`config.mk`:
```
export PLATFORM = sky130hd
export DESIGN_NAME = etrg_ram
export DESIGN_NICKNAME = d
export VERILOG_FILES = /design/src/design/event_trace_ring_with_gap_records_macros.svh /design/src/design/etrg_ram.sv
export SDC_FILE = /design/constraint.sdc
export NUM_CORES = 1
export LEC_CHECK = 0
export ABC_AREA = 1
export BUFFER_PORTS_ARGS = -buffer_cell sky130_fd_sc_hd__buf_2
export CAP_MARGIN = 10
export CORE_ASPECT_RATIO = 0.7
export CORE_MARGIN = 2
export CORE_UTILIZATION = 55
export DETAILED_ROUTE_END_ITERATION = 7
export HOLD_SLACK_MARGIN = 0.06
export PLACE_DENSITY = 0.73
export SYNTH_ARGS = -nofsm -noshare
export SYNTH_HDL_FRONTEND = slang
export SYNTH_SLANG_ARGS = --single-unit
```
`constraint.sdc`:
```
create_clock -name clock -period 2.2 [get_ports clock]
set_input_delay 0.55 -clock clock [delete_from_list [all_inputs] [get_ports clock]]
set_output_delay 0.55 -clock clock [all_outputs]
set_load 0.005 [all_outputs]
```
`src/design/event_trace_ring_with_gap_records_macros.svh`:
```
// ----------------------------------------------------------------------------
// event_trace_ring_with_gap_records_macros.svh
// Assertion helpers shared by the trace ring RTL.
// ----------------------------------------------------------------------------
`ifndef EVENT_TRACE_RING_WITH_GAP_RECORDS_MACROS_SVH
`define EVENT_TRACE_RING_WITH_GAP_RECORDS_MACROS_SVH

// Property checked on every rising clock edge, masked while reset is high.
`define ETRG_CHECK(label, clk, rst, prop, msg) \
   label: assert property (@(posedge clk) disable iff (rst) prop) else $error(msg);

// Condition that must never be true.
`define ETRG_NEVER(label, clk, rst, expr, msg) \
   `ETRG_CHECK(label, clk, rst, !(expr), msg)

`endif

```
`src/design/etrg_ram.sv`:
```
// ----------------------------------------------------------------------------
// etrg_ram
// Generic single write port RAM with one registered read port.
// ----------------------------------------------------------------------------
module etrg_ram #(
   parameter int WIDTH = 8,
   parameter int DEPTH = 16
) (
   input  logic                     clock,
   input  logic                     wr_en,
   input  logic [$clog2(DEPTH)-1:0] wr_addr,
   input  logic [WIDTH-1:0]         wr_data,
   input  logic                     rd_en,
   input  logic [$clog2(DEPTH)-1:0] rd_addr,
   output logic [WIDTH-1:0]         rd_data
);

   logic [WIDTH-1:0] mem_ff [DEPTH];
   logic [WIDTH-1:0] rd_data_ff;

   always_ff @(posedge clock) begin
      if (wr_en) begin
         mem_ff[wr_addr] <= wr_data;
      end
      if (rd_en) begin
         rd_data_ff <= mem_ff[rd_addr];
      end
   end

   assign rd_data = rd_data_ff;

endmodule

```
==> impl_results.md <==
* Outcome: completed
* Max-slew violations at 0
* FP Rows at 31
* Unique masters post-synth at 11
* GPL Wtd Cong at 0.876
* Core footprint at 0.0104 mm^2
* Fmax at 657 MHz
* WP data arrival at 0.97 ns
* Die Span Y at 90.3 um
* Final hold violation count at 0
* Hpwl dp at 8370 um
* TritonCTS Sinks at 136
* Min-delay worst type: primary input to register
* Number of routed nets with antenna violations at 0
* Critical path class: register to primary output
* Number of cells on the worst reg-to-reg path at 6
* Fin crit share at 0.692
* Worst path top cell family by delay: flip-flops
* Synthesized area per cell at 10.6 um^2
* DIE WIDTH at 127 um
* Final setup violation count at 0
* Startpoint types: register
* Initial Util at 0.565
* Multi-input logic area at 0.00121 mm^2
* Most common cell after layout, fill and taps aside: nand2_1
* P_leak at 2.90 nW
* Root buf cell: clkbuf_16
* # IOs at 27
* CP max stage delay at 0.41 ns
* Stages on the worst setup path at 1
* Antenna cell count at 0
* Drt pass-1 iters at 6
* Dpl cell area at 0.00615 mm^2
* PostCTS Resize Cnt at 0
* Vias in the first global route at 3,535
* Area grow syn2layout at 13.8%
* Synthesized netlist cell count at 551
* # DRC at 0
* Critical path required time at 1.65 ns
* Hold buffer count at CTS at 0
* Total negative slack at 0 ns
* Hold path depth at 1
* DR WL/cell at 18.1 um
* Commonest non-fill, non-tap cells in the layout: nand2_1, edfxtp_1, inv_1
* CTS tree: done
* Number of fill cells at 805
* Relative slew slack at 0.536
* Clk_lat worst skew at 0.42 ns
* CP max-delay cell: edfxtp_1
* Critical path cell sequence: buf_2
* Synthesized cell area at 0.00585 mm^2
* Least-Margin Pin Slew at 0.694 ns
* CTS buffer count at 17
* Crit path max fanout at 1
* DR vias/cell at 5.28
* Port bufs at 26
* Htree depth at 4
* GRT Total Usage at 0.248
* PwrDens at 865 mW/mm^2
* Post-synthesis register bit count at 136
* Reg area at 0.00408 mm^2
* Seq/Total Area, Yosys at 0.698
* Total number of vias at 3,880
* Clk slew on worst S/H paths at 0.05 ns
* Die area at 0.0115 mm^2
* Initial drt markers at 552
* Fin nets at 613
* Initial antenna violation count at 0
* Worst Setup End Kind: primary output
* Design Area, Final at 0.00665 mm^2
* Worst Clk Skew at 0.00957 ns
* Synthesized Nets at 570
* Bufs and invs on worst path at 1
* Share of cells above drive strength 1 at 0.119
* Synth warn at 0
* Unrepaired setup endpoints after global routing: no
* Clock period minus worst slack at 1.52 ns
* Grt ovf at 0
* Peak VDD IR at 0.000600 V
* Largest net degree at the start of global routing at 50
* First-pass GRT wire length at 20,500 um
* Post-CTS setup buffers at 0
* Max-cap violation count at 0
* Longest Clk Path Bufs at 2
* Drt total wl at 13,300 um
[kinds of logic (layout without fill, tap and decap cells)]
kind of cell | Yosys count | count (layout) | share of synthesized area
DFF | 136 | 136 | 0.698
buffers and inverters | 126 | 178 | 0.0939
and+or+nand+nor | 289 | 289 | 0.208
[sequential cells by signal (all words and copies together), names as in the netlist]
signal and flops:
rd_data 8, mem_ff 128
[cell type report]
cell class                      instances  area share
Timing Repair Buffer                   48      0.0463
Multi-Input combinational cell        289       0.182
Inverter                              102      0.0576
Clock inverter                          7     0.00865
Clock buffer                           21      0.0662
Tap cell                              132      0.0248
Sequential cell                       136       0.614
[cells in the mapped netlist]
master | n | share of area
inv_2 | 2 | 0.0013
buf_1 | 1 | 0.00064
nand3_1 | 97 | 0.083
nor2_1 | 17 | 0.011
inv_1 | 100 | 0.064
buf_6 | 6 | 0.012
edfxtp_1 | 136 | 0.70
buf_2 | 13 | 0.011
nand2_1 | 173 | 0.11
buf_4 | 4 | 0.0051
nand3b_1 | 2 | 0.0026
[layer usage]
| metal | track usage | wire (um) |
|---|---|---|
| met1 | 0.391 | 5840 |
| met2 | 0.332 | 5740 |
| met3 | 0.0758 | 1570 |
| met4 | 0.0696 | 176 |
| met5 | 0 | 0 |
[path summary, 6_finish.rpt]
check / end / slack [ns] / startpoint
worst max-delay path: rd_data[5] / 0.68 / rd_data[5]$_DFFE_PP_
worst min-delay path: rd_data[4]$_DFFE_PP_ / 0.50 / rd_en
worst max register to register: rd_data[1]$_DFFE_PP_ / 0.97 / mem_ff[11][1]$_DFFE_PP_
worst min register to register: rd_data[4]$_DFFE_PP_ / 0.74 / mem_ff[14][4]$_DFFE_PP_
[power by group]
group	internal [W]	switching (W)	total [W]
Combinational	0.000102	0.000254	0.000357
Clock	0.00151	0.000952	0.00246
Sequential	0.00292	0.0000148	0.00294
[per-stage QoR]
| step | hold slack [ns] | utilization | setup WS [ns] | instances | power, W |
|---|---|---|---|---|---|
| 2_1_floorplan | 0.649 | - | 0.699 | 551 | 0.00319 |
| 3_3_place_gp | 0.733 | 0.594 | 0.391 | 707 | 0.00333 |
| 3_5_place_dp | 0.738 | 0.594 | 0.373 | 707 | 0.00334 |
| 4_1_cts | 0.492 | 0.642 | 0.688 | 735 | 0.00576 |
| 5_1_grt | 0.491 | 0.642 | 0.655 | 735 | 0.00592 |
| 6_report | 0.500 | 0.642 | 0.677 | 735 | 0.00575 |
(Power assumes the default switching activity.)
