[src/design/event_trace_ring_with_gap_records_macros.svh]
// ----------------------------------------------------------------------------
// event_trace_ring_with_gap_records_macros.svh
// Assertion helpers shared by the trace ring RTL.
// ----------------------------------------------------------------------------
`ifndef EVENT_TRACE_RING_WITH_GAP_RECORDS_MACROS_SVH
`define EVENT_TRACE_RING_WITH_GAP_RECORDS_MACROS_SVH

// Property checked on every rising clock edge, masked while reset is high.
`define ETRG_CHECK(label, clk, rst, prop, msg) \
   label: assert property (@(posedge clk) disable iff (rst) prop) else $error(msg);

// Condition that must never be true.
`define ETRG_NEVER(label, clk, rst, expr, msg) \
   `ETRG_CHECK(label, clk, rst, !(expr), msg)

`endif

[src/design/etrg_pkg.sv]
// ----------------------------------------------------------------------------
// etrg_pkg
// Widths, codes and shared types of the trace ring.
// ----------------------------------------------------------------------------
package etrg_pkg;

   localparam int DEPTH    = 1024;
   localparam int IDX_W    = $clog2(DEPTH);
   localparam int CNT_W    = $clog2(DEPTH + 1);

   localparam int HANDLE_W = 20;
   localparam int LINK_W   = 10;
   localparam int MISSED_W = 32;
   localparam int TIME_W   = 64;
   localparam int STATUS_W = 3;
   localparam int OCC_W    = 11;

   localparam logic [MISSED_W-1:0] MISSED_MAX = '1;

   typedef enum logic {
      OP_LOG = 1'b0,
      OP_POP = 1'b1
   } op_type;

   typedef enum logic [STATUS_W-1:0] {
      ST_LOGGED   = 3'd0,
      ST_GAP_NEW  = 3'd1,
      ST_GAP_MORE = 3'd2,
      ST_POPPED   = 3'd3,
      ST_EMPTY    = 3'd4
   } status_type;

   // Record store access for one transfer
   typedef struct packed {
      logic                handle_we;
      logic                link_we;
      logic                dir_we;
      logic                time_we;
      logic [IDX_W-1:0]    wr_addr;
      logic [HANDLE_W-1:0] wr_handle;
      logic [MISSED_W-1:0] wr_link_or_missed;
      logic                wr_dir;
      logic [TIME_W-1:0]   wr_time;
      logic                rd_en;
      logic [IDX_W-1:0]    rd_addr;
   } mem_req_type;

   // Result fields settled at accept time
   typedef struct packed {
      status_type          status;
      logic [HANDLE_W-1:0] release_handle;
      logic                rec_valid;
      logic [OCC_W-1:0]    occupancy;
   } issue_type;

endpackage

[src/design/etrg_ctrl.sv]
// ----------------------------------------------------------------------------
// etrg_ctrl
// Ring pointers, record count, gap tracking and record store access.
// ----------------------------------------------------------------------------
`include "event_trace_ring_with_gap_records_macros.svh"

module etrg_ctrl (
   input  logic                          clock,
   input  logic                          reset,
   input  logic                          accept,
   input  logic                          req_operation,
   input  logic [etrg_pkg::HANDLE_W-1:0] req_packet_handle,
   input  logic [etrg_pkg::LINK_W-1:0]   req_link_number,
   input  logic                          req_send_flag,
   input  logic [etrg_pkg::TIME_W-1:0]   req_event_time,
   output etrg_pkg::mem_req_type         mem_req,
   output etrg_pkg::issue_type           issue
);
   import etrg_pkg::*;

   logic [IDX_W-1:0]    oldest_ff, oldest_in;
   logic [IDX_W-1:0]    newest_ff, newest_in;
   logic [CNT_W-1:0]    count_ff, count_in;
   logic                gap_ff, gap_in;
   // missed count of the newest record, valid while it is a gap
   logic [MISSED_W-1:0] missed_ff, missed_in;

   logic                full;
   logic                no_handle;
   logic [IDX_W-1:0]    next_newest;
   logic [IDX_W-1:0]    next_oldest;

   assign full        = (count_ff == CNT_W'(DEPTH));
   assign no_handle   = (req_packet_handle == '0);
   assign next_newest = (newest_ff == IDX_W'(DEPTH - 1)) ? '0 : newest_ff + 1'b1;
   assign next_oldest = (oldest_ff == IDX_W'(DEPTH - 1)) ? '0 : oldest_ff + 1'b1;

   always_comb begin
      oldest_in = oldest_ff;
      newest_in = newest_ff;
      count_in  = count_ff;
      gap_in    = gap_ff;
      missed_in = missed_ff;
      mem_req   = '0;
      issue     = '0;
      mem_req.wr_addr = newest_ff;
      mem_req.rd_addr = oldest_ff;
      mem_req.wr_time = req_event_time;
      mem_req.wr_dir  = req_send_flag;

      if (accept) begin
         unique case (op_type'(req_operation))
            OP_LOG: begin
               if (no_handle || full) begin
                  if (full && !no_handle) begin
                     issue.release_handle = req_packet_handle;
                  end
                  if (count_ff != '0 && gap_ff) begin
                     missed_in = (missed_ff == MISSED_MAX) ? missed_ff
                                                            : missed_ff + 1'b1;
                     mem_req.link_we           = 1'b1;
                     mem_req.wr_link_or_missed = missed_in;
                     issue.status              = ST_GAP_MORE;
                  end else begin
                     // newest slot becomes a gap; direction bit is left alone
                     missed_in                 = MISSED_W'(1);
                     mem_req.handle_we         = 1'b1;
                     mem_req.link_we           = 1'b1;
                     mem_req.time_we           = 1'b1;
                     mem_req.wr_handle         = '0;
                     mem_req.wr_link_or_missed = missed_in;
                     if (count_ff == '0) begin
                        count_in = CNT_W'(1);
                     end
                     gap_in       = 1'b1;
                     issue.status = ST_GAP_NEW;
                  end
               end else begin
                  if (count_ff != '0) begin
                     newest_in = next_newest;
                  end
                  count_in                  = count_ff + 1'b1;
                  mem_req.wr_addr           = newest_in;
                  mem_req.handle_we         = 1'b1;
                  mem_req.link_we           = 1'b1;
                  mem_req.dir_we            = 1'b1;
                  mem_req.time_we           = 1'b1;
                  mem_req.wr_handle         = req_packet_handle;
                  mem_req.wr_link_or_missed = MISSED_W'(req_link_number);
                  gap_in                    = 1'b0;
                  issue.status              = ST_LOGGED;
               end
            end
            OP_POP: begin
               if (count_ff == '0) begin
                  issue.status = ST_EMPTY;
               end else begin
                  mem_req.rd_en   = 1'b1;
                  issue.rec_valid = 1'b1;
                  count_in        = count_ff - 1'b1;
                  if (count_ff != CNT_W'(1)) begin
                     oldest_in = next_oldest;
                  end else begin
                     gap_in = 1'b0;
                  end
                  issue.status = ST_POPPED;
               end
            end
            default: begin
               issue.status = ST_EMPTY;
            end
         endcase
         issue.occupancy = OCC_W'(count_in);
      end
   end

   always_ff @(posedge clock) begin
      if (reset) begin
         oldest_ff <= '0;
         newest_ff <= '0;
         count_ff  <= '0;
         gap_ff    <= 1'b0;
      end else begin
         oldest_ff <= oldest_in;
         newest_ff <= newest_in;
         count_ff  <= count_in;
         gap_ff    <= gap_in;
      end
      missed_ff <= missed_in;
   end

   `ETRG_NEVER(a_count_bound, clock, reset, count_ff > CNT_W'(DEPTH), "record count above depth")
   `ETRG_CHECK(a_gap_needs_record, clock, reset, gap_ff |-> (count_ff != '0), "gap flag on empty ring")
   `ETRG_CHECK(a_idle_holds, clock, reset, !accept |=> ($stable(count_ff) && $stable(newest_ff) && $stable(oldest_ff)), "ring state moved without a transfer")

endmodule

[config.mk]
export PLATFORM = sky130hd
export DESIGN_NAME = etrg_ctrl
export DESIGN_NICKNAME = d
export VERILOG_FILES = /design/src/design/etrg_pkg.sv /design/src/design/etrg_ctrl.sv
export VERILOG_INCLUDE_DIRS = /design/src /design/src/design
export SDC_FILE = /design/constraint.sdc
export NUM_CORES = 1
export LEC_CHECK = 0
export ABC_CLOCK_PERIOD_IN_PS = 10700
export BUFFER_PORTS_ARGS = -buffer_cell sky130_fd_sc_hd__buf_2
export CORE_MARGIN = 8
export CORE_UTILIZATION = 50
export DETAILED_ROUTE_END_ITERATION = 7
export HOLD_SLACK_MARGIN = 0.03
export PLACE_DENSITY = 0.88
export SLEW_MARGIN = 20
export SYNTH_ARGS = -nofsm -noshare
export SYNTH_HDL_FRONTEND = slang
export SYNTH_SLANG_ARGS = --single-unit
[constraint.sdc]
create_clock -name clock -period 10.7 [get_ports clock]
set_input_delay 2.14 -clock clock [delete_from_list [all_inputs] [get_ports clock]]
set_output_delay 2.14 -clock clock [all_outputs]
set_load 0.005 [all_outputs]
==> results by group <==
Outcome
  – Status: finished, final reports clean

STA
  – Final worst-path cycle share: 69.4%
  – Minimum clock period: 7.42 ns
  – Slew headroom: 35.8%
  – Setup Viol. Count Final: 0
  – Max Slew Vio Count: 0
  – Hold slack: 0.524 ns
  – Final Hold Fails: 0
  – Fin Setup TNS: 0 ns
  – FMAX: 0.135 GHz
  – RSZ-0062 raised after global routing: false
  – Worst Skew: 0.0122 ns
  – Measured slew at the worst slew-check pin: 0.960 ns

Floorplan
  – Initial Utilization: 50.4%
  – Core footprint: 10100 um2
  – Row count: 37
  – Die area: 13700 um2
  – Die Span Y: 117 um
  – Num ports: 276
  – Chip Width: 117 um

Synthesis
  – Synth Area per Inst: 7.77 um2
  – YS warnings: 0
  – Sequential share of the synthesized area: 31.3%
  – Syn nets: 764
  – Dominant synthesized flop cell: edfxtp_1
  – Synth unique cells: 64
  – EDFF count, synth: 32
  – Syn Inst Count: 658
  – Synth Register Bits: 64
  – Post-synth ARST share: 0%
  – Cell area after synthesis: 5110 um2

Setup path
  – Worst r2r src: count_ff[0]$_SDFFE_PP0P_
  – Worst-path fanout max: 36
  – Reg2reg end: newest_ff[2]$_SDFFE_PP0P_
  – Reg2Reg Setup Slack: 7.21 ns
  – Reg2Reg Depth: 9
  – Type of origin of the critical path: input pin
  – Arrival @ worst endpoint: 5.28 ns
  – Setup Crit Path Kind: in2out
  – Crit end category: output pin
  – Critical Path RT: 8.56 ns

Route
  – Initial DRC count: 389
  – Vias per cell: 5.73
  – Router iterations before antenna repair: 6
  – DRC Markers: 0
  – Antenna-violating nets left: 0
  – Via count: 4913
  – Post-Route WL: 14900 um
  – Avg WL per Cell: 17.3 um

Placed design
  – Port buffer count: 145
  – Detailed placement HPWL: 11500 um
  – Placer Congestion: 0.983
  – Placed cells: 843

CTS
  – CTS tree: yes
  – Sink Count: 64
  – Later-pin clock latency in the skew report: 0.34 ns
  – Clock slew at reported path FFs: 0.06 ns
  – Max Root-Sink Buffers: 2
  – Post-CTS setup buffers: 0
  – CTS Buf Count: 9
  – Root Buffer Master: clkbuf_8
  – Hold Buf Count CTS: 0
  – H-tree depth: 3
  – Post_cts resized: 0

Min path
  – Hold Path Sink: oldest_ff[9]$_SDFFE_PP0P_
  – Hold path start: oldest_ff[9]$_SDFFE_PP0P_
  – Worst hold path class: reg2reg
  – Hold Path Depth: 2

Finish
  – Area occupied by registers: 1600 um2
  – Layout Cells excl Fill: 858
  – Fill count: 996
  – Layout Nets: 824
  – Area taken by multi-input logic gates: 2820 um2
  – Area Growth Syn to Fin: 8.64%
  – Layout cells sized above 1: 24.1%
  – ANT cells: 0

Power
  – P_sw: 0.230 mW
  – Reg power frac: 42.4%
  – Power share of the clock group: 26.5%
  – Peak supply drop: 0.105 mV
  – Switching Fraction: 35.4%
  – Logic pwr share: 31.1%
  – Int Pwr: 0.419 mW
  – Power Density: 117 nW/um2
  – P_leak: 2.29 nW

Global routing
  – Pin count of the biggest net entering global routing: 37
  – Global route total overflow: 0
  – Total GRT Usage: 21.5%
  – Global-route wire length before repair: 23300 um
  – Initial antenna violation count: 1
  – Vias in the first global route: 4686

Run
  – Max_cap viols: 0
-- power groups by stage --
stage / Clock [mW] / Sequential [mW] / Combinational, mW
2_1_floorplan: 0 / 0.273 / 0.165
3_3_place_gp: 0 / 0.280 / 0.197
3_5_place_dp: 0 / 0.280 / 0.198
4_1_cts: 0.177 / 0.275 / 0.199
5_1_grt: 0.189 / 0.277 / 0.222
6_report: 0.172 / 0.276 / 0.202
-- through the flow --
stage                     worst slack (ns)  util [%]  cell area [um2]  total power, mW
after floorplan                       3.67         -             5110            0.438
after global placement                3.30      53.3             5400            0.477
after detailed placement              3.13      53.3             5400            0.478
after CTS                             3.13      54.8             5560            0.651
after global routing                  2.71      54.8             5560            0.687
final                                 3.28      54.8             5560            0.649
-- synthesized netlist by cell type, drive strengths merged (6+ instances only) --
cell	instances	area (um2)
nand3	32	160
nor2b	9	56.3
xnor2	17	149
o21ai	25	125
inv	17	63.8
and2	46	288
buf	75	551
nor3	24	131
xor2	22	193
nand2	57	214
clkbuf	23	87.6
ha	7	87.6
nor2	91	342
and3	6	37.5
nand4	19	119
a211oi	8	60.1
dfxtp	32	641
a31oi	7	43.8
or3	7	43.8
edfxtp	32	961
nand2b	6	37.5
a21oi	23	123
nor4	14	103
-- how the worst max path moves through the flow --
stage / end / cells after the start / startpoint / slack (ns)
finish: mem_req[82] / 8 / req_packet_handle[3] / 3.28
global route: mem_req[80] / 8 / req_packet_handle[3] / 2.71
CTS: mem_req[82] / 8 / req_packet_handle[3] / 3.13
detailed placement: mem_req[82] / 8 / req_packet_handle[3] / 3.13
global placement: mem_req[81] / 8 / req_packet_handle[3] / 3.30
floorplan: mem_req[77] / 7 / req_packet_handle[11] / 3.67
-- state kept, by name, indices dropped and copies added (netlist names) --
name,flops
oldest_ff,10
count_ff,11
missed_ff,32
gap_ff,1
newest_ff,10
-- cells in the final DEF (no fill, tap or decap), types with 19 or more instances in the layout --
master	synthesis	final
nand3_1	32	32
o21ai_0	24	24
nor2_1	91	90
xor2_1	22	22
nand4_1	19	19
nor3_1	23	23
nand2_1	57	57
dfxtp_1	32	32
a21oi_1	21	21
and2_1	46	46
edfxtp_1	32	32
buf_2	5	145
-- kinds of logic after synthesis --
family,count (synthesis),share of synthesized area (%)
flip-flops,64,31.3
multiplexers,2,0.392
AO/OA/AOI/OAI,98,12.7
buffers and inverters,116,13.8
AND/OR/NAND/NOR,332,33.4
adder cells (fa/ha/maj),7,1.71
XOR/XNOR,39,6.68
-- critical path, stage by stage --
cell     delay, ns
buf_2         0.13
nor4_1        0.48
and2_1        0.26
a21oi_2       0.16
nor2_4        0.75
nand2_1       0.80
o21ai_0       0.37
buf_2         0.16
-- area by class of cell --
type,count,share of cell area (%)
clock inverters,5,0.450
inverters,18,1.22
flip-flops and latches,64,28.8
clock buffers,10,2.30
well taps,136,3.06
multi-input cells,478,50.8
repair buffers,147,13.3
-- routing by layer --
metal,wire length (um),GRT usage (%),up-vias
li1,-,-,2357
met1,6350,27.1,2287
met2,6910,34.4,246
met3,1450,7.90,19
met4,93,4.18,4
met5,57,1.95,-
Note: power is estimated with default switching activity, not from simulation.
