$ cat config.mk
export PLATFORM = sky130hd
export DESIGN_NAME = etrg_resp
export DESIGN_NICKNAME = d
export VERILOG_FILES = /design/src/design/event_trace_ring_with_gap_records_macros.svh /design/src/design/etrg_pkg.sv /design/src/design/etrg_resp.sv
export SDC_FILE = /design/constraint.sdc
export NUM_CORES = 1
export LEC_CHECK = 0
export BUFFER_PORTS_ARGS = -buffer_cell sky130_fd_sc_hd__buf_2
export CORE_MARGIN = 1
export CORE_UTILIZATION = 39
export CTS_CLUSTER_DIAMETER = 40
export DETAILED_ROUTE_END_ITERATION = 7
export PLACE_DENSITY = 0.73
export REMOVE_ABC_BUFFERS = 1
export SLEW_MARGIN = 20
export SYNTH_ARGS = -nofsm -noshare
export SYNTH_HDL_FRONTEND = slang
export SYNTH_SLANG_ARGS = --single-unit
$ cat constraint.sdc
create_clock -name clock -period 7.2 [get_ports clock]
set_clock_uncertainty 0.15 [all_clocks]
set_input_delay 1.08 -clock clock [delete_from_list [all_inputs] [get_ports clock]]
set_output_delay 1.08 -clock clock [all_outputs]
set_load 0.01 [all_outputs]
$ cat src/design/event_trace_ring_with_gap_records_macros.svh
// ----------------------------------------------------------------------------
// event_trace_ring_with_gap_records_macros.svh
// Assertion helpers shared by the trace ring RTL.
// ----------------------------------------------------------------------------
`ifndef EVENT_TRACE_RING_WITH_GAP_RECORDS_MACROS_SVH
`define EVENT_TRACE_RING_WITH_GAP_RECORDS_MACROS_SVH

// Property checked on every rising clock edge, masked while reset is high.
`define ETRG_CHECK(label, clk, rst, prop, msg) \
   label: assert property (@(posedge clk) disable iff (rst) prop) else $error(msg);

// Condition that must never be true.
`define ETRG_NEVER(label, clk, rst, expr, msg) \
   `ETRG_CHECK(label, clk, rst, !(expr), msg)

`endif

$ cat src/design/etrg_pkg.sv
// ----------------------------------------------------------------------------
// etrg_pkg
// Widths, codes and shared types of the trace ring.
// ----------------------------------------------------------------------------
package etrg_pkg;

   localparam int DEPTH    = 1024;
   localparam int IDX_W    = $clog2(DEPTH);
   localparam int CNT_W    = $clog2(DEPTH + 1);

   localparam int HANDLE_W = 20;
   localparam int LINK_W   = 10;
   localparam int MISSED_W = 32;
   localparam int TIME_W   = 64;
   localparam int STATUS_W = 3;
   localparam int OCC_W    = 11;

   localparam logic [MISSED_W-1:0] MISSED_MAX = '1;

   typedef enum logic {
      OP_LOG = 1'b0,
      OP_POP = 1'b1
   } op_type;

   typedef enum logic [STATUS_W-1:0] {
      ST_LOGGED   = 3'd0,
      ST_GAP_NEW  = 3'd1,
      ST_GAP_MORE = 3'd2,
      ST_POPPED   = 3'd3,
      ST_EMPTY    = 3'd4
   } status_type;

   // Record store access for one transfer
   typedef struct packed {
      logic                handle_we;
      logic                link_we;
      logic                dir_we;
      logic                time_we;
      logic [IDX_W-1:0]    wr_addr;
      logic [HANDLE_W-1:0] wr_handle;
      logic [MISSED_W-1:0] wr_link_or_missed;
      logic                wr_dir;
      logic [TIME_W-1:0]   wr_time;
      logic                rd_en;
      logic [IDX_W-1:0]    rd_addr;
   } mem_req_type;

   // Result fields settled at accept time
   typedef struct packed {
      status_type          status;
      logic [HANDLE_W-1:0] release_handle;
      logic                rec_valid;
      logic [OCC_W-1:0]    occupancy;
   } issue_type;

endpackage

$ cat src/design/etrg_resp.sv
// ----------------------------------------------------------------------------
// etrg_resp
// Read-data stage and result register with input flow control.
// ----------------------------------------------------------------------------
module etrg_resp (
   input  logic                          clock,
   input  logic                          reset,
   input  logic                          req_valid,
   output logic                          req_stall,
   output logic                          accept,
   input  etrg_pkg::issue_type           issue,
   input  logic [etrg_pkg::HANDLE_W-1:0] rd_handle,
   input  logic [etrg_pkg::MISSED_W-1:0] rd_link_or_missed,
   input  logic                          rd_dir,
   input  logic [etrg_pkg::TIME_W-1:0]   rd_time,
   output logic                          rsp_valid,
   input  logic                          rsp_stall,
   output logic [etrg_pkg::STATUS_W-1:0] rsp_status,
   output logic [etrg_pkg::HANDLE_W-1:0] rsp_release_handle,
   output logic                          rsp_rec_is_gap,
   output logic [etrg_pkg::HANDLE_W-1:0] rsp_rec_handle,
   output logic [etrg_pkg::MISSED_W-1:0] rsp_rec_link_or_missed,
   output logic                          rsp_rec_send_flag,
   output logic [etrg_pkg::TIME_W-1:0]   rsp_rec_time,
   output logic [etrg_pkg::OCC_W-1:0]    rsp_occupancy
);
   import etrg_pkg::*;

   logic                s1_valid_ff, s1_valid_in;
   issue_type           s1_issue_ff, s1_issue_in;
   logic                out_valid_ff, out_valid_in;
   logic [STATUS_W-1:0] status_ff, status_in;
   logic [HANDLE_W-1:0] release_ff, release_in;
   logic                is_gap_ff, is_gap_in;
   logic [HANDLE_W-1:0] handle_ff, handle_in;
   logic [MISSED_W-1:0] lm_ff, lm_in;
   logic                dir_ff, dir_in;
   logic [TIME_W-1:0]   time_ff, time_in;
   logic [OCC_W-1:0]    occ_ff, occ_in;

   logic                s1_move;
   logic                rec_gap;

   assign s1_move   = !out_valid_ff || !rsp_stall;
   assign req_stall = s1_valid_ff && !s1_move;
   assign accept    = req_valid && !req_stall;
   assign rec_gap   = (rd_handle == '0);

   always_comb begin
      s1_valid_in  = s1_valid_ff;
      s1_issue_in  = s1_issue_ff;
      out_valid_in = out_valid_ff;
      status_in    = status_ff;
      release_in   = release_ff;
      is_gap_in    = is_gap_ff;
      handle_in    = handle_ff;
      lm_in        = lm_ff;
      dir_in       = dir_ff;
      time_in      = time_ff;
      occ_in       = occ_ff;

      if (s1_move) begin
         out_valid_in = s1_valid_ff;
         status_in    = s1_issue_ff.status;
         release_in   = s1_issue_ff.release_handle;
         occ_in       = s1_issue_ff.occupancy;
         if (s1_issue_ff.rec_valid) begin
            is_gap_in = rec_gap;
            handle_in = rd_handle;
            lm_in     = rd_link_or_missed;
            dir_in    = rec_gap ? 1'b0 : rd_dir;
            time_in   = rd_time;
         end else begin
            is_gap_in = 1'b0;
            handle_in = '0;
            lm_in     = '0;
            dir_in    = 1'b0;
            time_in   = '0;
         end
      end

      if (s1_move || !s1_valid_ff) begin
         s1_valid_in = accept;
         s1_issue_in = issue;
      end
   end

   always_ff @(posedge clock) begin
      if (reset) begin
         s1_valid_ff  <= 1'b0;
         out_valid_ff <= 1'b0;
      end else begin
         s1_valid_ff  <= s1_valid_in;
         out_valid_ff <= out_valid_in;
      end
      s1_issue_ff <= s1_issue_in;
      status_ff   <= status_in;
      release_ff  <= release_in;
      is_gap_ff   <= is_gap_in;
      handle_ff   <= handle_in;
      lm_ff       <= lm_in;
      dir_ff      <= dir_in;
      time_ff     <= time_in;
      occ_ff      <= occ_in;
   end

   assign rsp_valid              = out_valid_ff;
   assign rsp_status             = status_ff;
   assign rsp_release_handle     = release_ff;
   assign rsp_rec_is_gap         = is_gap_ff;
   assign rsp_rec_handle         = handle_ff;
   assign rsp_rec_link_or_missed = lm_ff;
   assign rsp_rec_send_flag      = dir_ff;
   assign rsp_rec_time           = time_ff;
   assign rsp_occupancy          = occ_ff;

endmodule

==> results of run 1 <==
==> worst register-to-register path, stage by stage (launching register included) <==
cell,delay [ns]
dfxtp_1,0.37
nand2_4,0.69
buf_4,0.98
==> routing by layer <==
layer / part of all wire / vias to the layer above / wire length [um]
li1: - / 1850 / -
met1: 0.39 / 1874 / 5430
met2: 0.49 / 219 / 6800
met3: 0.10 / 28 / 1420
met4: 0.024 / 0 / 340
met5: 0 / - / 0
==> worst max path at each step <==
stage / to / slack (ns) / cells past startpoint
2_1_floorplan: rsp_occupancy[0] / 2.26 / 1
3_3_place_gp: accept / 3.63 / 5
3_5_place_dp: accept / 3.57 / 5
4_1_cts: accept / 3.56 / 5
5_1_grt: accept / 3.45 / 5
6_report: accept / 3.60 / 5
==> through the flow <==
stage	area (um^2)	worst slack, ns	hold slack [ns]	power (uW)	std cells
2_1_floorplan	6470	2.26	0.250	1410	322
3_3_place_gp	8320	3.63	0.251	1530	850
3_5_place_dp	8320	3.57	0.255	1530	850
4_1_cts	8910	3.56	0.269	2470	882
5_1_grt	8910	3.45	0.279	2520	882
6_report	8910	3.60	0.269	2440	882
==> sequential cells by signal (all words and copies together), names as in the netlist <==
| register | cells |
|---|---|
| s1_valid_ff | 1 |
| rsp_rec_is_gap | 1 |
| s1_issue_ff | 35 |
| rsp_status | 3 |
| rsp_occupancy | 11 |
| rsp_rec_time | 64 |
| rsp_valid | 1 |
| rsp_release_handle | 20 |
| rsp_rec_link_or_missed | 32 |
| rsp_rec_handle | 20 |
| rsp_rec_send_flag | 1 |
==> kinds of logic (layout without fill, tap and decap cells) <==
| family | count (synthesis) | after routing | share of synthesized area |
|---|---|---|---|
| flip-flops | 189 | 189 | 0.864 |
| AO/OA/AOI/OAI | 3 | 3 | 0.00249 |
| AND/OR/NAND/NOR | 128 | 128 | 0.121 |
| buffers and inverters | 15 | 346 | 0.0119 |
==> area by class of cell <==
type,instances,area (um^2)
clock buffers,17,425
clock inverters,15,161
fillers,1350,7210
inverters,2,7.51
multi-input cells,131,822
flip-flops and latches,189,5660
well taps,216,270
repair buffers,312,1570
==> placed cells by master (no fill, tap or decap), types with 2 or more instances in the layout <==
cell,Yosys,final
buf_2,1,310
edfxtp_1,187,187
and2_1,115,115
clkbuf_16,0,17
nor4_1,5,5
clkinvlp_4,0,3
inv_6,0,3
inv_1,2,2
nor2_1,2,2
a21oi_1,2,2
bufinv_16,0,2
clkinv_4,0,2
clkinv_1,0,2
inv_8,0,2
buf_4,0,2
dfxtp_1,2,2
==> power by group through the flow <==
| stage | Combinational [uW] | Sequential [uW] | Clock [uW] |
|---|---|---|---|
| after floorplan | 33.1 | 1380 | 0 |
| after global placement | 193 | 1330 | 0 |
| after detailed placement | 197 | 1340 | 0 |
| after CTS | 198 | 1310 | 957 |
| after global routing | 210 | 1320 | 995 |
| final | 194 | 1310 | 932 |
==> flow_metrics.env, run 1 <==
export IMPL_run_status="finished clean"
export IMPL_hold_path_startpoint="s1_issue_ff[13]"
export IMPL_clkTransAtPathRegs_ns=0.07
export IMPL_core_area_mm2=0.0161
export IMPL_clkLatencyLatePin_ns=0.42
export IMPL_placement_io_buffers=310
export IMPL_setup_repair_after_global_routing_missed_its_margin="no"
export IMPL_busiest_layer="met2"
export IMPL_nNetsFinal=809
export IMPL_met1_usage=0.179
export IMPL_firstDrtPassIters=4
export IMPL_synth_cell_area_mm2=0.00654
export IMPL_grt_max_degree=116
export IMPL_holdPathStages=0
export IMPL_routed_vias_inst=4.50
export IMPL_crit_slowest_cell="nand3_2"
export IMPL_num_rows=46
export IMPL_seq_power_share=0.538
export IMPL_critPathLaunchType="input port"
export IMPL_p_clk_frac=0.382
export IMPL_hold_buf_cts=0
export IMPL_synth_ff_type="edfxtp_1"
export IMPL_grt_pass1_wl_um=21500
export IMPL_count_of_max_cap_constraint_violations=0
export IMPL_yosys_warning_total=0
export IMPL_dp_hpwl_um=9820
export IMPL_slew_headroom=0.337
export IMPL_grt_overflow=0
export IMPL_timing_critical_path_mode_cell="buf_2"
export IMPL_reg2reg_from="rsp_valid"
export IMPL_synth_lib_cells_used_distinct=18
export IMPL_timing_critical_path_to_type="primary output"
export IMPL_grt_antenna_before_repair=1
export IMPL_globalRouteMet3Util=0.0721
export IMPL_cts_root_buffer_type="clkbuf_16"
export IMPL_drt_drc_violations_left=0
export IMPL_avgRoutedWirePerCell_um=15.9
export IMPL_leakage_uw=0.00403
export IMPL_p_sw_frac=0.221
export IMPL_detailedRoute_firstIterationViolations=193
export IMPL_die_width_um=132
export IMPL_fin_setup_tns_ns=0
export IMPL_reg2reg_to="rsp_release_handle[4]"
export IMPL_crit_path_cell_trace="buf_2 > nand3_2 > inv_1 > nor2_1 > buf_2"
export IMPL_ctsLongestPathBuffers=2
export IMPL_global_route_usage_met2=0.273
export IMPL_cts_buffers_inserted=17
export IMPL_r2r_cells=2
export IMPL_wl_um=14000
export IMPL_hold_path_class="register to register"
export IMPL_synth_yosys_seq_area_share=0.864
export IMPL_crit_required_ns=5.97
export IMPL_drv_slew=0
export IMPL_finalCritPeriodShare=0.500
export IMPL_critical_path_peak_fanout=37
export IMPL_synth_top_area_cell="edfxtp_1"
export IMPL_share_comb_of_total_power=0.080
export IMPL_power_ir_vdd_worst_uv=159
export IMPL_switchingPower_uw=539
export IMPL_worst_ep_arrival_time_ns=2.37
export IMPL_path_delay_family="simple AND/OR/NAND/NOR gates"
export IMPL_critical_path_n_buffers_inverters=3
export IMPL_post_synth_top_count_cell="edfxtp_1"
export IMPL_via_count_of_the_first_global_routing_pass=4101
export IMPL_layout_core_utilization=0.553
export IMPL_syn_instance_count=335
export IMPL_cts_post_setup_buffers_inserted=0
export IMPL_syn_area_per_cell_um2=19.5
export IMPL_post_synthesis_to_final_layout_area_growth_pct=36.2
export IMPL_synth_area_top_cells="edfxtp_1 86%, and2_1 11%, dfxtp_1 0.61%"
export IMPL_power_per_cell_area_mw_per_mm2=274
export IMPL_whs_endpoint="rsp_release_handle[1]"
export IMPL_setup_viol_count_final=0
export IMPL_starting_utilization_of_the_core_area=0.406
export IMPL_diodes=0
export IMPL_timing_critical_path_from="rsp_stall"
export IMPL_worst_slew_pin_slew_ns=0.995
export IMPL_cellInternalPower_uw=1900
export IMPL_timing_hold_violations_final=0
export IMPL_grt_usage=0.165
export IMPL_max_freq_mhz=278
export IMPL_async_flop_share=0
export IMPL_path_class="input port to primary output"
export IMPL_ios=311
export IMPL_cts_tree="done"
export IMPL_fin_crit_ns=3.60
export IMPL_postCtsResizedCells=0
export IMPL_regToRegSetupSlack_ns=4.59
export IMPL_final_antenna_net_count=0
export IMPL_cts_htree_levels=4
export IMPL_fp_dieH_um=132
export IMPL_dr_total_vias=3971
export IMPL_synthDominantCellAreaShare=0.858
export IMPL_synth_seq_cells=189
export IMPL_numClockSinks=189
export IMPL_design_die_area_mm2=0.0173
export IMPL_globalplace_congestion=0.840
export IMPL_critical_path_max_stage_delay_ns=0.69
export IMPL_post_route_cells_drive_above_1_share=0.518
export IMPL_yosys_top_cells_count="187 x edfxtp_1, 115 x and2_1, 9 x clkbuf_1"
export IMPL_synth_edff_count=187
No activity file was read; power rests on OpenSTA's default activity.
==> inputs of run 2 (changes only) <==
Settings changed: PLACE_DENSITY 0.73 to 0.76.
Clock period 7.2 ns to 3.2 ns, I/O delays scaled along.
==> flow_metrics.env, run 2 (synthesis gave the netlist of run 1 again) <==
export IMPL_postPlaceCellArea_mm2=0.00834
export IMPL_die_width_um=132
export IMPL_wl_um=13800
export IMPL_final_area_mm2=0.00893
export IMPL_max_freq_mhz=474
export IMPL_via_count_of_the_first_global_routing_pass=4002
export IMPL_final_antenna_net_count=0
export IMPL_cts_root_buffer_type="clkbuf_16"
export IMPL_cts_tree="done"
export IMPL_firstDrtPassIters=4
export IMPL_timing_critical_path_to_type="primary output"
export IMPL_nNetsFinal=810
export IMPL_worst_ep_arrival_time_ns=1.48
export IMPL_worst_slew_pin_slew_ns=0.853
export IMPL_critical_path_peak_fanout=13
export IMPL_critPathLaunchType="register"
export IMPL_largest_reg_flops=64
export IMPL_cts_post_setup_buffers_inserted=0
export IMPL_routed_vias_inst=4.46
export IMPL_fin_crit_ns=2.11
export IMPL_post_synthesis_to_final_layout_area_growth_pct=36.5
export IMPL_crit_required_ns=2.57
export IMPL_power_per_cell_area_mw_per_mm2=614
export IMPL_run_status="finished clean"
export IMPL_grt_pass1_wl_um=20900
export IMPL_detailedRoute_firstIterationViolations=171
export IMPL_avgRoutedWirePerCell_um=15.6
export IMPL_fillers=1339
export IMPL_grt_usage=0.160
export IMPL_drv_slew=0
export IMPL_timing_hold_violations_final=0
export IMPL_grt_antenna_before_repair=1
export IMPL_cts_buffers_inserted=17
export IMPL_leakage_uw=0.00405
export IMPL_count_of_max_cap_constraint_violations=0
export IMPL_post_route_cells_drive_above_1_share=0.520
export IMPL_layout_commonest_cell="buf_2"
export IMPL_hold_path_class="input port to register"
export IMPL_clkLatencyLatePin_ns=0.42
export IMPL_mostFrequentLayoutCells="310 x buf_2, 187 x edfxtp_1, 115 x and2_1, 17 x clkbuf_16, 5 x nor4_1"
export IMPL_clkTransAtPathRegs_ns=0.07
export IMPL_fin_setup_tns_ns=0
export IMPL_power_ir_vdd_worst_uv=320
export IMPL_path_class="register to primary output"
export IMPL_dr_total_vias=3942
export IMPL_cts_htree_levels=4
export IMPL_grt_max_degree=153
export IMPL_ios=311
export IMPL_ctsLongestPathBuffers=2
export IMPL_setup_repair_after_global_routing_missed_its_margin="no"
export IMPL_diodes=0
export IMPL_core_area_mm2=0.0161
export IMPL_num_rows=46
export IMPL_fp_dieH_um=132
export IMPL_layout_core_utilization=0.554
export IMPL_numClockSinks=189
export IMPL_postCtsResizedCells=0
export IMPL_placement_io_buffers=310
export IMPL_design_die_area_mm2=0.0173
export IMPL_slew_headroom=0.431
export IMPL_dp_hpwl_um=9810
export IMPL_hold_buf_cts=0
export IMPL_finalCritPeriodShare=0.659
export IMPL_globalplace_congestion=0.832
export IMPL_drt_drc_violations_left=0
export IMPL_grt_overflow=0
export IMPL_setup_viol_count_final=0
export IMPL_starting_utilization_of_the_core_area=0.406
run 2: cell types whose count changed in the layout (fill, tap and decap cells not counted):
cell,previous run,this run
clkinv_1,2,0
clkinv_2,1,2
buf_12,0,1
clkbuf_1,0,1
run 2: layout make-up:
class / instances / area, um^2 / area share
clock buffer: 18 / 429 / 0.0481
clock inverter: 14 / 159 / 0.0178
inverter: 2 / 7.51 / 0.000841
multi-input combinational: 131 / 822 / 0.0921
sequential: 189 / 5660 / 0.633
tap: 216 / 270 / 0.0303
timing repair buffer: 313 / 1590 / 0.178
run 2: worst paths after layout:
path | startpoint | end | slack, ns | cells past startpoint
worst max-delay path | rsp_valid | accept | 1.09 | 4
worst max register to register | s1_issue_ff[11] | rsp_rec_send_flag | 1.49 | 3
worst min-delay path | reset | s1_valid_ff | 0.07 | 2
worst min register to register | s1_issue_ff[10] | rsp_occupancy[10] | 0.27 | 0
run 2: through the flow:
step                instances  power (uW)  setup WS (ns)  hold slack [ns]
floorplan                 322        3180          -1.14            0.250
global placement          851        3440           1.37            0.254
detailed placement        851        3450           1.33            0.255
CTS                       883        5550           1.05           0.0424
global route              883        5680          0.979           0.0437
finish                    883        5480           1.09           0.0663
run 2: where the power goes:
part / switching [uW] / total (uW) / leakage (uW) / internal (uW)
Combinational: 233 / 435 / 0.00169 / 203
Sequential: 45.0 / 2950 / 0.00208 / 2910
Clock: 924 / 2090 / 0.000281 / 1170
run 2: per-layer routing:
layer  track usage  wire length [um]
met5             0                12
met3        0.0691              1260
met2         0.273              6850
met4        0.0672               223
met1         0.174              5460
run 2: worst max-delay path, cell delays in order (launching register included):
cell     delay, ns
dfxtp_1       0.42
nand3_2       0.30
inv_1         0.15
nor2_1        0.05
buf_2         0.13
==> inputs of run 3 (changes only) <==
Settings changed: ABC_AREA from default to 1, PLACE_DENSITY 0.76 to 0.75.
Clock period 3.2 ns to 1.7 ns, I/O delays scaled along.
==> flow_metrics.env, run 3 <==
export IMPL_run_status="finished clean"
export IMPL_timing_critical_path_to_type="primary output"
export IMPL_diodes=0
export IMPL_post_synth_top_count_cell="edfxtp_1"
export IMPL_critical_path_peak_fanout=3
export IMPL_clkTransAtPathRegs_ns=0.07
export IMPL_timing_hold_violations_final=0
export IMPL_max_freq_mhz=604
export IMPL_synth_area_top_cells="edfxtp_1 83%, nand2_1 6.9%, inv_1 6.8%"
export IMPL_hold_path_startpoint="rd_time[11]"
export IMPL_power_per_cell_area_mw_per_mm2=997
export IMPL_grt_max_degree=81
export IMPL_drt_drc_violations_left=0
export IMPL_r2r_cells=3
export IMPL_grt_antenna_before_repair=0
export IMPL_ctsLongestPathBuffers=2
export IMPL_reg2reg_from="s1_issue_ff[11]"
export IMPL_clkLatencyLatePin_ns=0.42
export IMPL_firstDrtPassIters=4
export IMPL_syn_instance_count=466
export IMPL_worst_slew_pin_slew_ns=0.698
export IMPL_crit_required_ns=1.29
export IMPL_grt_usage=0.208
export IMPL_path_delay_family="flip-flops"
export IMPL_synth_compound_area_frac=0.00148
export IMPL_whs_endpoint="rsp_rec_time[11]"
export IMPL_setup_repair_after_global_routing_missed_its_margin="no"
export IMPL_fin_crit_ns=1.66
export IMPL_regToRegSetupSlack_ns=0.16
export IMPL_ff_latch_area_mm2=0.00566
export IMPL_detailedRoute_firstIterationViolations=302
export IMPL_nNetsFinal=1099
export IMPL_routed_vias_inst=4.31
export IMPL_yosys_area_share_xor_xnor=0
export IMPL_fillers=1173
export IMPL_yosys_warning_total=0
export IMPL_count_of_max_cap_constraint_violations=0
export IMPL_async_flop_share=0
export IMPL_placement_io_buffers=310
export IMPL_synth_simple_area_share=0.0789
export IMPL_crit_path_cell_trace="nand2_4 > nor2_4 > inv_2 > nand2_2 > inv_1 > buf_2"
export IMPL_ios=311
export IMPL_numClockSinks=189
export IMPL_postPlaceCellArea_mm2=0.00857
export IMPL_num_rows=47
export IMPL_synth_ff_type="edfxtp_1"
export IMPL_hold_path_class="input port to register"
export IMPL_slew_headroom=0.535
export IMPL_cts_root_buffer_type="clkbuf_16"
export IMPL_synth_lib_cells_used_distinct=11
export IMPL_globalRouteMet3Util=0.0693
export IMPL_die_width_um=133
export IMPL_synth_cell_area_mm2=0.00674
export IMPL_synth_edff_count=187
export IMPL_reg2reg_to="rsp_rec_time[11]"
export IMPL_crit_slowest_cell="dfxtp_2"
export IMPL_finalCritPeriodShare=0.974
export IMPL_critical_path_max_stage_delay_ns=0.36
export IMPL_via_count_of_the_first_global_routing_pass=5323
export IMPL_synth_top_area_cell="edfxtp_1"
export IMPL_mostFrequentLayoutCells="310 x buf_2, 187 x edfxtp_1, 152 x dlygate4sd3_1, 122 x nand2_1, 121 x inv_1"
export IMPL_busiest_layer="met2"
export IMPL_global_route_usage_met2=0.372
export IMPL_layout_commonest_cell="buf_2"
export IMPL_drv_slew=0
export IMPL_cts_buffers_inserted=17
export IMPL_synthMuxAreaShare=0
export IMPL_cts_htree_levels=4
export IMPL_starting_utilization_of_the_core_area=0.404
export IMPL_stdcell_count=1176
export IMPL_globalplace_congestion=0.824
export IMPL_yosys_top_cells_count="187 x edfxtp_1, 124 x nand2_1, 122 x inv_1"
export IMPL_wl_um=18300
export IMPL_place_detailed_instances=989
export IMPL_leakage_uw=0.00561
export IMPL_worst_ep_arrival_time_ns=1.25
export IMPL_post_route_cells_drive_above_1_share=0.372
export IMPL_core_area_mm2=0.0167
export IMPL_holdPathStages=3
export IMPL_synth_top_family_by_area="buffers and inverters"
export IMPL_grt_overflow=0
export IMPL_synth_yosys_seq_area_share=0.839
export IMPL_cts_tree="done"
export IMPL_path_class="register to primary output"
export IMPL_synthAdderAreaFrac=0
export IMPL_grt_pass1_wl_um=27500
export IMPL_power_ir_vdd_worst_uv=675
export IMPL_multi_input_gate_area_um2=559
export IMPL_syn_area_per_cell_um2=14.5
export IMPL_met1_usage=0.226
export IMPL_post_synthesis_to_final_layout_area_growth_pct=58.9
export IMPL_setup_viol_count_final=0
export IMPL_avgRoutedWirePerCell_um=15.5
export IMPL_critPathLaunchType="register"
export IMPL_design_die_area_mm2=0.0178
export IMPL_final_area_mm2=0.0107
export IMPL_critical_path_n_buffers_inverters=3
export IMPL_synth_seq_cells=189
export IMPL_final_antenna_net_count=0
export IMPL_dp_hpwl_um=10500
export IMPL_synthDominantCellAreaShare=0.833
export IMPL_dr_total_vias=5063
export IMPL_largest_reg_flops=64
export IMPL_fp_dieH_um=133
-- run 3: cell count changes in the layout (fill, tap and decap cells not counted), moves of 3 or more --
cell / before / now
dlygate4sd3_1: 0 / 152
nand2_1: 1 / 122
inv_1: 2 / 121
and2_1: 115 / 0
nor2_1: 2 / 12
nor4_1: 5 / 0
buf_4: 2 / 6
clkinvlp_4: 3 / 0
-- run 3: metal layers --
metal	vias to the layer above	share of wire
li1	2427	-
met1	2340	0.37
met2	258	0.51
met3	38	0.087
met4	0	0.025
met5	-	0
-- run 3: worst max-delay path by stage --
stage	from	end	slack, ns	depth (start not counted)
2_1_floorplan	rsp_valid	accept	-4.04	5
3_3_place_gp	s1_issue_ff[11]	rsp_rec_link_or_missed[29]	0.24	3
3_5_place_dp	s1_issue_ff[11]	rsp_rec_time[11]	0.19	3
4_1_cts	rsp_valid	accept	0.01	6
5_1_grt	rsp_valid	accept	0.0000007	6
6_report	rsp_valid	accept	0.04	6
-- run 3: where the power goes --
| part | leakage (uW) | switching [uW] | internal, uW | total [uW] |
|---|---|---|---|---|
| clock network | 0.000289 | 1880 | 2010 | 3890 |
| logic | 0.00324 | 598 | 610 | 1210 |
| registers | 0.00208 | 98.5 | 5480 | 5580 |
| total | 0.00561 | 2580 | 8100 | 10700 |
-- run 3: cell families (layout without fill, tap and decap cells) --
logic type      after synthesis  after routing
flops                       189            189
simple gates                140            140
buf+inv                     135            625
compound gates                2              2
-- run 3: stage by stage --
step           utilization  setup slack [ns]  hold slack (ns)  power, uW  TNS, ns
2_1_floorplan            -             -4.04            0.174       6040  -635.54
3_3_place_gp         0.513             0.245            0.250       6550        0
3_5_place_dp         0.513             0.194            0.255       6580        0
4_1_cts              0.640            0.0126          0.00465      10700        0
5_1_grt              0.641       0.000000666           0.0142      11100        0
6_report             0.641            0.0448           0.0133      10700        0
-- run 3: cell type report --
| type | instances | share of cell area |
|---|---|---|
| sequential | 189 | 0.528 |
| timing repair buffer | 471 | 0.297 |
| multi-input combinational | 142 | 0.0522 |
| inverter | 122 | 0.0428 |
| clock buffer | 18 | 0.0410 |
| tap | 220 | 0.0257 |
| clock inverter | 14 | 0.0134 |
-- run 3: worst register-to-register path, stage by stage, from the launching register on --
cell,delay (ns)
edfxtp_1,0.40
buf_4,0.57
nand2_1,0.18
inv_1,0.10
-- run 3: repair_timing --
action | CTS | global route
gates resized for setup | 3 | 2
pin swaps | 0 | 2
setup buffers | 0 | 3
hold endpoints to repair | 152 | 0
setup endpoints to repair | 1 | 1
cloned | 0 | 0
hold buffers | 152 | 0
